File: config.mk
export PLATFORM = sky130hd
export DESIGN_NAME = strided_transpose_address_generator_unit
export DESIGN_NICKNAME = d
export VERILOG_FILES = /design/src/hdl/stag_pkg.sv /design/src/hdl/strided_transpose_address_generator_unit.sv
export SDC_FILE = /design/constraint.sdc
export NUM_CORES = 2
export LEC_CHECK = 0
export CAP_MARGIN = 20
export CORE_MARGIN = 8
export CORE_UTILIZATION = 39
export CTS_BUF_LIST = sky130_fd_sc_hd__clkbuf_8
export DETAILED_ROUTE_END_ITERATION = 8
export DONT_BUFFER_PORTS = 1
export GPL_TIMING_DRIVEN = 1
export PLACE_DENSITY = 0.61
export RECOVER_POWER = 50
export SLEW_MARGIN = 10
export SYNTH_ARGS = -nofsm -noshare
export SYNTH_HDL_FRONTEND = slang
export SYNTH_SLANG_ARGS = --single-unit
File: constraint.sdc
create_clock -name clock -period 11.05 [get_ports clock]
set_input_delay 1.6575 -clock clock [delete_from_list [all_inputs] [get_ports clock]]
set_output_delay 1.6575 -clock clock [all_outputs]
set_load 0.1 [all_outputs]
File: src/hdl/stag_pkg.sv
`default_nettype none

package stag_pkg;

   // walk geometry
   localparam int OUTER_BLOCK = 32;
   localparam int INNER_BLOCK = 4;
   localparam int MAX_DIM     = 4096;

   // field widths
   localparam int DIM_W     = 13;
   localparam int STRIDE_W  = 16;
   localparam int OFF_W     = 29;
   localparam int CSR_IDX_W = 3;
   localparam int CSR_DAT_W = 16;

   // index widths derived from the geometry
   localparam int IDX_W  = (MAX_DIM > 2) ? $clog2(MAX_DIM) : 1;
   localparam int TILE_W = (INNER_BLOCK > 1) ? $clog2(INNER_BLOCK) : 1;
   localparam int CMP_W  = $clog2(MAX_DIM + OUTER_BLOCK + 1);
   localparam int PROD_W = IDX_W + STRIDE_W;

   // register map
   typedef enum logic [CSR_IDX_W-1:0] {
      CSR_ROWS           = 3'd0,
      CSR_COLS           = 3'd1,
      CSR_SRC_ROW_STRIDE = 3'd2,
      CSR_SRC_COL_STRIDE = 3'd3,
      CSR_DST_ROW_STRIDE = 3'd4,
      CSR_DST_COL_STRIDE = 3'd5,
      CSR_BLOCKED_ORDER  = 3'd6
   } csr_index_type;

endpackage

`default_nettype wire

File: src/hdl/strided_transpose_address_generator_unit.sv
`default_nettype none

// channel   direction  handshake                 payload
// req_      in         req_valid / req_stall     req_restart
// rsp_      out        rsp_valid / rsp_stall     rsp_valid_res, rsp_src_offset,
//                                                rsp_dst_offset, rsp_last
// csr_      in         csr_valid / csr_ready     csr_index, csr_data
//
// one item per clock unless rsp_stall holds the pipeline; three registers per item
// (walk step, stride multipliers, offset adders): an accepted item loads the stage
// one register, then the stride products, then the result register, where it is taken
// the walk step is combinational, which sets the one-item rate
// reset clears the registers to their defaults and leaves no walk active
// a stalled result holds the pipeline; req_stall rises only when all stages are full

module strided_transpose_address_generator_unit (
   input  wire logic                           clock,
   input  wire logic                           reset,
   input  wire logic                           req_valid,
   output logic                                req_stall,
   input  wire logic                           req_restart,
   output logic                                rsp_valid,
   input  wire logic                           rsp_stall,
   output logic                                rsp_valid_res,
   output logic [stag_pkg::OFF_W-1:0]          rsp_src_offset,
   output logic [stag_pkg::OFF_W-1:0]          rsp_dst_offset,
   output logic                                rsp_last,
   input  wire logic                           csr_valid,
   output logic                                csr_ready,
   input  wire logic [stag_pkg::CSR_IDX_W-1:0] csr_index,
   input  wire logic [stag_pkg::CSR_DAT_W-1:0] csr_data
);
   import stag_pkg::*;

   // configuration registers
   logic [DIM_W-1:0]    rows_ff, cols_ff;
   logic [STRIDE_W-1:0] src_row_stride_ff, src_col_stride_ff;
   logic [STRIDE_W-1:0] dst_row_stride_ff, dst_col_stride_ff;
   logic                blocked_order_ff;

   // walk state
   logic [IDX_W-1:0]  outer_row_ff, outer_col_ff, inner_row_ff, inner_col_ff;
   logic [TILE_W-1:0] row_tile_ff, col_tile_ff;
   logic              walk_done_ff;
   logic [IDX_W-1:0]  outer_row_in, outer_col_in, inner_row_in, inner_col_in;
   logic [TILE_W-1:0] row_tile_in, col_tile_in;
   logic              walk_done_in;

   // pipeline stages
   logic              s1_valid_ff, s2_valid_ff, s3_valid_ff;
   logic              s1_vres_ff, s2_vres_ff, s3_vres_ff;
   logic              s1_last_ff, s2_last_ff, s3_last_ff;
   logic [IDX_W-1:0]  s1_row_ff, s1_col_ff;
   logic [PROD_W-1:0] p_src_row_ff, p_src_col_ff, p_dst_row_ff, p_dst_col_ff;
   logic [OFF_W-1:0]  s3_src_ff, s3_dst_ff;
   logic              s1_vres_in, s1_last_in;
   logic [IDX_W-1:0]  s1_row_in, s1_col_in;

   logic              accept, mv2, mv3, s1_free, s2_free;

   // working values of the walk step
   logic [CMP_W-1:0]  nr, nc;
   logic [IDX_W-1:0]  orow, ocol, irow, icol;
   logic [TILE_W-1:0] rtile, ctile;
   logic              done_cur, pos_ok, fin;
   logic [CMP_W-1:0]  orow_x, ocol_x, irow_x, icol_x, rtile_x, ctile_x;
   logic [CMP_W-1:0]  r_x, c_x, icol_step, irow_step, ocol_step, orow_step;

   // flow control
   assign mv3       = s2_valid_ff && (!s3_valid_ff || !rsp_stall);
   assign s2_free   = !s2_valid_ff || mv3;
   assign mv2       = s1_valid_ff && s2_free;
   assign s1_free   = !s1_valid_ff || mv2;
   assign req_stall = !s1_free;
   assign accept    = req_valid && s1_free;
   assign csr_ready = 1'b1;

   // configuration writes
   always_ff @(posedge clock) begin
      if (reset) begin
         rows_ff           <= DIM_W'(1);
         cols_ff           <= DIM_W'(1);
         src_row_stride_ff <= STRIDE_W'(1);
         src_col_stride_ff <= STRIDE_W'(1);
         dst_row_stride_ff <= STRIDE_W'(1);
         dst_col_stride_ff <= STRIDE_W'(1);
         blocked_order_ff  <= 1'b0;
      end else if (csr_valid) begin
         unique case (csr_index_type'(csr_index))
            CSR_ROWS:           rows_ff           <= csr_data[DIM_W-1:0];
            CSR_COLS:           cols_ff           <= csr_data[DIM_W-1:0];
            CSR_SRC_ROW_STRIDE: src_row_stride_ff <= csr_data[STRIDE_W-1:0];
            CSR_SRC_COL_STRIDE: src_col_stride_ff <= csr_data[STRIDE_W-1:0];
            CSR_DST_ROW_STRIDE: dst_row_stride_ff <= csr_data[STRIDE_W-1:0];
            CSR_DST_COL_STRIDE: dst_col_stride_ff <= csr_data[STRIDE_W-1:0];
            CSR_BLOCKED_ORDER:  blocked_order_ff  <= csr_data[0];
            default: ;
         endcase
      end
   end

   // clamp sizes to the largest dimension
   always_comb begin
      nr = (32'(rows_ff) > MAX_DIM) ? CMP_W'(MAX_DIM) : CMP_W'(rows_ff);
      nc = (32'(cols_ff) > MAX_DIM) ? CMP_W'(MAX_DIM) : CMP_W'(cols_ff);
   end

   // walk step: restart, position check, element coordinates and advance
   always_comb begin
      if (req_restart) begin
         orow     = '0;
         ocol     = '0;
         irow     = '0;
         icol     = '0;
         rtile    = '0;
         ctile    = '0;
         done_cur = (nr == '0) || (nc == '0);
      end else begin
         orow     = outer_row_ff;
         ocol     = outer_col_ff;
         irow     = inner_row_ff;
         icol     = inner_col_ff;
         rtile    = row_tile_ff;
         ctile    = col_tile_ff;
         done_cur = walk_done_ff;
      end

      orow_x  = CMP_W'(orow);
      ocol_x  = CMP_W'(ocol);
      irow_x  = CMP_W'(irow);
      icol_x  = CMP_W'(icol);
      rtile_x = CMP_W'(rtile);
      ctile_x = CMP_W'(ctile);

      // legal position for the current order and sizes
      if (!blocked_order_ff) begin
         pos_ok = (orow_x < nr) && (ocol_x < nc);
      end else begin
         pos_ok = (orow_x < nr) && (ocol_x < nc)
               && (irow_x >= orow_x) && (irow_x - orow_x < CMP_W'(OUTER_BLOCK))
               && (icol_x >= ocol_x) && (icol_x - ocol_x < CMP_W'(OUTER_BLOCK))
               && (rtile_x < CMP_W'(INNER_BLOCK)) && (ctile_x < CMP_W'(INNER_BLOCK))
               && (irow_x + rtile_x < nr) && (icol_x + ctile_x < nc);
      end

      if (blocked_order_ff) begin
         r_x = irow_x + rtile_x;
         c_x = icol_x + ctile_x;
      end else begin
         r_x = orow_x;
         c_x = ocol_x;
      end

      icol_step = icol_x + CMP_W'(INNER_BLOCK);
      irow_step = irow_x + CMP_W'(INNER_BLOCK);
      ocol_step = ocol_x + CMP_W'(OUTER_BLOCK);
      orow_step = orow_x + CMP_W'(OUTER_BLOCK);

      // next position, default holds
      outer_row_in = orow;
      outer_col_in = ocol;
      inner_row_in = irow;
      inner_col_in = icol;
      row_tile_in  = rtile;
      col_tile_in  = ctile;
      fin          = 1'b0;

      if (!blocked_order_ff) begin
         priority if (ocol_x + CMP_W'(1) < nc) begin
            outer_col_in = IDX_W'(ocol_x + CMP_W'(1));
         end else if (orow_x + CMP_W'(1) < nr) begin
            outer_col_in = '0;
            outer_row_in = IDX_W'(orow_x + CMP_W'(1));
         end else begin
            outer_col_in = '0;
            fin          = 1'b1;
         end
      end else begin
         priority if (ctile_x + CMP_W'(1) < CMP_W'(INNER_BLOCK)
                      && c_x + CMP_W'(1) < nc) begin
            col_tile_in = TILE_W'(ctile_x + CMP_W'(1));
         end else if (rtile_x + CMP_W'(1) < CMP_W'(INNER_BLOCK)
                      && r_x + CMP_W'(1) < nr) begin
            col_tile_in = '0;
            row_tile_in = TILE_W'(rtile_x + CMP_W'(1));
         end else if (icol_step < ocol_step && icol_step < nc) begin
            col_tile_in  = '0;
            row_tile_in  = '0;
            inner_col_in = IDX_W'(icol_step);
         end else if (irow_step < orow_x + CMP_W'(OUTER_BLOCK) && irow_step < nr) begin
            col_tile_in  = '0;
            row_tile_in  = '0;
            inner_col_in = ocol;
            inner_row_in = IDX_W'(irow_step);
         end else if (ocol_step < nc) begin
            col_tile_in  = '0;
            row_tile_in  = '0;
            outer_col_in = IDX_W'(ocol_step);
            inner_col_in = IDX_W'(ocol_step);
            inner_row_in = orow;
         end else if (orow_step < nr) begin
            col_tile_in  = '0;
            row_tile_in  = '0;
            outer_col_in = '0;
            outer_row_in = IDX_W'(orow_step);
            inner_col_in = '0;
            inner_row_in = IDX_W'(orow_step);
         end else begin
            col_tile_in = '0;
            row_tile_in = '0;
            fin         = 1'b1;
         end
      end

      // outcome of this item
      s1_vres_in = 1'b0;
      s1_last_in = 1'b0;
      s1_row_in  = '0;
      s1_col_in  = '0;
      if (done_cur) begin
         walk_done_in = 1'b1;
         outer_row_in = orow;
         outer_col_in = ocol;
         inner_row_in = irow;
         inner_col_in = icol;
         row_tile_in  = rtile;
         col_tile_in  = ctile;
      end else if (!pos_ok) begin
         walk_done_in = 1'b1;
         outer_row_in = orow;
         outer_col_in = ocol;
         inner_row_in = irow;
         inner_col_in = icol;
         row_tile_in  = rtile;
         col_tile_in  = ctile;
      end else begin
         walk_done_in = fin;
         s1_vres_in   = 1'b1;
         s1_last_in   = fin;
         s1_row_in    = IDX_W'(r_x);
         s1_col_in    = IDX_W'(c_x);
      end
   end

   // walk state update
   always_ff @(posedge clock) begin
      if (reset) begin
         outer_row_ff <= '0;
         outer_col_ff <= '0;
         inner_row_ff <= '0;
         inner_col_ff <= '0;
         row_tile_ff  <= '0;
         col_tile_ff  <= '0;
         walk_done_ff <= 1'b1;
      end else if (accept) begin
         outer_row_ff <= outer_row_in;
         outer_col_ff <= outer_col_in;
         inner_row_ff <= inner_row_in;
         inner_col_ff <= inner_col_in;
         row_tile_ff  <= row_tile_in;
         col_tile_ff  <= col_tile_in;
         walk_done_ff <= walk_done_in;
      end
   end

   // pipeline valid bits
   always_ff @(posedge clock) begin
      if (reset) begin
         s1_valid_ff <= 1'b0;
         s2_valid_ff <= 1'b0;
         s3_valid_ff <= 1'b0;
      end else begin
         if (s1_free) begin
            s1_valid_ff <= req_valid;
         end
         if (s2_free) begin
            s2_valid_ff <= s1_valid_ff;
         end
         if (!s3_valid_ff || !rsp_stall) begin
            s3_valid_ff <= s2_valid_ff;
         end
      end
   end

   // stage one: element coordinates
   always_ff @(posedge clock) begin
      if (accept) begin
         s1_vres_ff <= s1_vres_in;
         s1_last_ff <= s1_last_in;
         s1_row_ff  <= s1_row_in;
         s1_col_ff  <= s1_col_in;
      end
   end

   // stage two: stride products
   always_ff @(posedge clock) begin
      if (mv2) begin
         s2_vres_ff   <= s1_vres_ff;
         s2_last_ff   <= s1_last_ff;
         p_src_row_ff <= PROD_W'(s1_row_ff * src_row_stride_ff);
         p_src_col_ff <= PROD_W'(s1_col_ff * src_col_stride_ff);
         p_dst_row_ff <= PROD_W'(s1_col_ff * dst_row_stride_ff);
         p_dst_col_ff <= PROD_W'(s1_row_ff * dst_col_stride_ff);
      end
   end

   // stage three: offset sums into the result register
   always_ff @(posedge clock) begin
      if (mv3) begin
         s3_vres_ff <= s2_vres_ff;
         s3_last_ff <= s2_last_ff;
         s3_src_ff  <= OFF_W'(33'(p_src_row_ff) + 33'(p_src_col_ff));
         s3_dst_ff  <= OFF_W'(33'(p_dst_row_ff) + 33'(p_dst_col_ff));
      end
   end

   assign rsp_valid      = s3_valid_ff;
   assign rsp_valid_res  = s3_vres_ff;
   assign rsp_src_offset = s3_src_ff;
   assign rsp_dst_offset = s3_dst_ff;
   assign rsp_last       = s3_last_ff;

endmodule

`default_nettype wire

Word level (Yosys, flattened, before mapping)
Cells that the tools add are included.
{ "op_classes": {"n_addsub": 16, "mul": 4, "order_cmp": 22, "eq_ne": 6, "n_mux": 72, "n_bitwise": 1, "reduce_logical": 34} }
{ "ops": {"columns": ["operator", "count"], "rows": [
  ["two-way mux 12 bit", 43],
  ["less-than comparator 13 bit", 12],
  ["multiplier 12 x 16 -> 28 bit", 4],
  ["adder 28 x 28 -> 29 bit", 2],
  ["two-way mux 13 bit", 4],
  ["adder 12 x 1 -> 13 bit, second input constant", 2],
  ["adder 12 x 2 -> 13 bit", 2],
  ["adder 12 x 3 -> 13 bit, second input constant", 2],
  ["adder 12 x 6 -> 13 bit, second input constant", 2],
  ["adder 13 x 1 -> 13 bit, second input constant", 2],
  ["> comparator 13 bit, second input constant", 2],
  ["logical NOT 13 bit", 2],
  ["less-than comparator 12 x 13 -> 1 bit", 2],
  ["less-than comparator 13 x 3 -> 1 bit, second input constant", 2],
  ["less-than comparator 13 x 6 -> 1 bit, second input constant", 2],
  ["subtractor 12 x 12 -> 13 bit", 2],
  ["greater-or-equal comparator 12 bit", 2],
  ["two-way mux 2 bit", 11],
  ["logical AND 1 bit", 14],
  ["two-way mux 1 bit", 14],
  ["AND reduction 2 bit", 7],
  ["equality test 3 bit, second input constant", 3],
  ["adder 2 x 1 -> 3 bit, second input constant", 2],
  ["equality test 3 x 2 -> 1 bit, second input constant", 2],
  ["6 further kinds", 13]
]} }
{ "totals": {"regBits": 347, "out_inout_bits": 63, "word_cells": 186} }

Depth between registers and ports, before layout
{ "depth": {"word_depth": 13, "mapped_depth": 31, "mapped_depth_nobuf": 25} }

Worst setup path after synthesis
No wires, ideal clock.
{ "synth_timing": {"kind": "input-to-reg", "start": "input port req_restart", "end": "register outer_col_ff[9]", "setup_time_ps": 87, "t_arrival_ps": 7547, "required_ps": 10963, "slack_ps": 3416, "path_stages": 29, "cell_sequence": "buf_2 -> buf_2 -> buf_2 -> buf_1 -> buf_1 -> clkbuf_1 -> nor2b_1 -> ha_1 -> a21oi_1 -> or3_1 -> a311o_1 -> nor3_1 -> nand2_1 -> nor3_1 -> nand2_1 -> or2_1 -> nor3_1 -> xnor2_1 -> ha_1 -> a2111oi_0 -> o211ai_1 -> o21a_1 -> nand3_2 -> nor3_1 -> buf_2 -> a21oi_1 -> o41a_1 -> o211ai_1 -> o31ai_1"} }
{ "synth_via": {"elab_chain_len": 12, "elab_cells_between_ends": 63} }
{ "synth_rtl": {"columns": ["item", "line", "source"], "rows": [
  ["start: declaration", "strided_transpose_address_generator_unit.sv:21", "input wire logic req_restart,"],
  ["parallel branches: the longest is 11 deep, another holds adder 12 x 2 -> 13 bit", null, null],
  ["two-way mux 12 bit (*)", "strided_transpose_address_generator_unit.sv:220", "if (done_cur) begin"],
  ["end signal: assignment", "strided_transpose_address_generator_unit.sv:257", "outer_col_ff <= outer_col_in;"],
  ["end: declaration", "strided_transpose_address_generator_unit.sv:42", "logic [IDX_W-1:0] outer_row_ff, outer_col_ff, inner_row_ff, inner_col_ff;"]
]} }
Mark *: on every way between the ends.
A chain may end at the register's enable or synchronous reset.

Worst setup path in the final report
{ "layout_timing": {"start": "input port req_restart", "end": "register outer_row_ff[5]"} }
{ "layout_via": {"elab_chain_len": 12, "elab_cells_between_ends": 66} }
{ "layout_rtl": {"columns": ["item", "line", "source"], "rows": [
  ["parallel branches: the longest is 11 deep, another holds adder 12 x 2 -> 13 bit", null, null],
  ["two-way mux 12 bit (*)", "strided_transpose_address_generator_unit.sv:220", null],
  ["end signal: assignment", "strided_transpose_address_generator_unit.sv:256", "outer_row_ff <= outer_row_in;"],
  ["end: declaration", "strided_transpose_address_generator_unit.sv:42", null]
]} }
Marks and branches as above.

==> reports/results.md <==
## Synth
• **Avg Synthesized Cell Area** 8.71 um^2
• **distinct cell type count after synthesis** 111
• **number of enable flip-flop cells after synthesis** 200
• **cell count after synthesis** 5349
• **main flop type after synthesis** edfxtp_1
• **leading cell types by total area after synthesis** fa_1 (24%), ha_1 (14%), edfxtp_1 (13%), nand2_1 (7.3%), inv_1 (6.5%)
• **leading area contributor after synthesis** fa_1
• **flops & latches, synth** 347
• **syn_nets** 6452
• **Seq/Total Area, Yosys** 19.2%
• **Synth top area share** 24.2%
• **Post-synth ARST share** 0%
• **cell area after synthesis** 0.0466 mm^2
• **Synth warnings** 0

## Timing
• **hold violation count in the final report** 0
• **Period Utilization, post-route** 67.2%
• **final number of max-transition violations** 243
• **shortest clock period the worst path allows after layout** 7.42 ns
• **total negative slack** 0 ns
• **setup repair after global routing missed its margin** false
• **worst-case clock skew** 0.0655 ns
• **slew at the pin closest to its max-slew limit** 3.68 ns
• **worst rel slew slack** -147%
• **Peak Freq** 135 MHz
• **min setup slack post-route** 3.63 ns
• **total of endpoints with negative setup slack in the final report** 0

## Floorplan
• **core region area** 0.118 mm^2
• **vertical die dimension** 362 um
• **Rows** 126
• **Chip Width** 362 um
• **area of the die** 0.131 mm^2
• **Initial Util** 39.4%
• **number of top-level pins** 88

## Clocking
• **clock input transition at the sequential cells of the worst setup and hold paths** 0.06 ns
• **clock tree root driver cell** clkbuf_8
• **worst-skew pair later-pin latency** 0.73 ns
• **Post-CTS Setup Inserts** 0
• **quantity of hold-fixing buffers added after cts** 0
• **maximum buffer depth of the clock tree** 3
• **cts repair resizes** 0
• **htree depth** 3
• **Inserted Clock Buffers** 74
• **Clock Sinks** 347
• **clock tree from TritonCTS** done

## Global routing
• **number of global-route vias before repair** 36900
• **total global routing track utilization** 19.9%
• **remaining global-route overflow** 0
• **pin count of the biggest net entering global routing** 115
• **wire length of the first global-routing pass** 209 mm
• **initial antenna violation count** 3

## Place
• **final HPWL from detailed placement** 101 mm
• **routability-driven placement congestion ratio** 0.971
• **input/output buffers** 0
• **Setup WS pre-CTS** 3.03 ns
• **cell area after placement** 0.0480 mm^2

## Route
• **number of nets still failing antenna checks after routing** 0
• **number of DRC markers after the initial detailed-route iteration** 2682
• **detailed-route wire length** 131 mm
• **detailed-route DRC error count** 0
• **routed via count** 36700
• **detailed-router iteration count before antenna repair** 6
• **via/cell ratio** 5.36
• **WL per Instance** 19.1 um

## Setup path
• **cell type of the slowest stage on the worst timing path** nor3_1
• **required time reported for the critical path endpoint** 11.70 ns
• **data arrival time of the critical path** 8.07 ns
• **Critical path buffers and inverters** 4
• **register-to-register path setup slack** 3.64 ns
• **most numerous cell on the critical path** nor2_1
• **type of element capturing the critical path** flip-flop
• **delay of the slowest cell on the worst path** 0.68 ns
• **largest fanout of any net on the critical path** 65
• **type of the worst setup path** input pin to flip-flop
• **kind of cell with the highest combined delay on the critical path** simple AND/OR/NAND/NOR gates
• **CP Launch Type** input pin

## Flow run
• **number of maximum-capacitance violations** 6

## Finish
• **commonest non-fill, non-tap cell in the layout** nand2_1
• **final design area excluding fillers** 0.0495 mm^2
• **most frequent cells in the layout** nand2_1 (906), inv_1 (826), fa_1 (564)
• **share of final-layout standard cells stronger than drive strength 1** 4.03%
• **Synth-to-Final Area Change** 6.39%
• **number of nets in the final layout** 6353

## Pwr
• **Pwr per Cell Area** 78.6 mW/mm^2
• **static leakage** 23.1 nW
• **largest vdd supply drop** 0.0980 mV

## Run status
• **status** finished with violations
• **violations in the final reports** max-capacitance violations, max-slew violations

## Hold path
• **type of the most critical hold path** flip-flop to flip-flop

cell type report:
class,count,area (um^2)
Clock buffer,83,1140
Inverter,813,3050
Multi-Input combinational cell,3968,33700
Sequential cell,347,8950
Clock inverter,51,437
Antenna cell,3,7.51
Tap cell,1536,1920
Fill cell,11800,68700
Timing Repair Buffer,46,323
worst paths after layout:
| kind | end | start | depth (start not counted) |
|---|---|---|---|
| worst max-delay path | outer_row_ff[5] | req_restart | 26 |
| worst min-delay path | rsp_valid_res | s2_vres_ff | 0 |
| worst max register to register | p_src_col_ff[25] | s1_col_ff[0] | 20 |
| worst min register to register | rsp_valid_res | s2_vres_ff | 0 |
state kept, by name (all words and copies together) (netlist names), 2 cells and up:
register / cells
row_tile_ff: 2
outer_row_ff: 12
p_src_col_ff: 28
col_tile_ff: 2
rsp_dst_offset: 29
outer_col_ff: 12
dst_row_stride_ff: 16
rsp_src_offset: 29
s1_col_ff: 12
src_row_stride_ff: 16
cols_ff: 13
inner_col_ff: 12
src_col_stride_ff: 16
p_dst_row_ff: 28
inner_row_ff: 12
p_dst_col_ff: 28
dst_col_stride_ff: 16
s1_row_ff: 12
rows_ff: 13
p_src_row_ff: 28
kinds of logic (layout without fill, tap and decap cells):
family	Yosys count	after routing	synth area share (%)
AND/OR/NAND/NOR	1870	1870	19.0
adder cells (fa/ha/maj)	1078	1078	38.1
buffers and inverters	1034	993	8.40
AO/OA/AOI/OAI	789	789	11.0
flip-flops	347	347	19.2
XOR/XNOR	216	216	4.06
multiplexers	14	14	0.322
other	1	4	0.00805
layer usage:
layer | wire (um) | GRT usage (%)
met4 | 4680 | 6.99
met3 | 8700 | 3.70
met1 | 58300 | 26.5
met5 | 13 | 0
met2 | 59500 | 32.4
through the flow:
step	total power [mW]	utilization (%)	cells	hold slack, ns
floorplan	2.16	-	5349	0.400
global placement	2.39	40.6	6709	0.418
detailed placement	2.40	40.6	6710	0.406
CTS	3.93	41.9	6844	0.416
global route	4.09	41.9	6845	0.436
finish	3.90	41.9	6847	0.424
cells in the mapped netlist (30+ instances only):
cell      instances
nand3_1          95
ha_1            514
edfxtp_1        200
a21o_1           49
nand2_1         906
nand4_1          35
o21ai_0         121
dfxtp_1         147
a21oi_1         292
xor2_1           56
and3_1           44
inv_1           810
nor3_1           81
o21a_1           38
and2_1          284
nor2_1          230
fa_1            564
xnor2_1         160
nand2b_1         30
nor2b_1          59
clkbuf_1        194
power by group:
group          total [mW]  internal (mW)  switching [mW]
clock                1.52          0.860           0.657
sequential           1.56           1.44           0.120
combinational       0.819          0.289           0.530
Note: power is estimated with default switching activity, not from simulation.
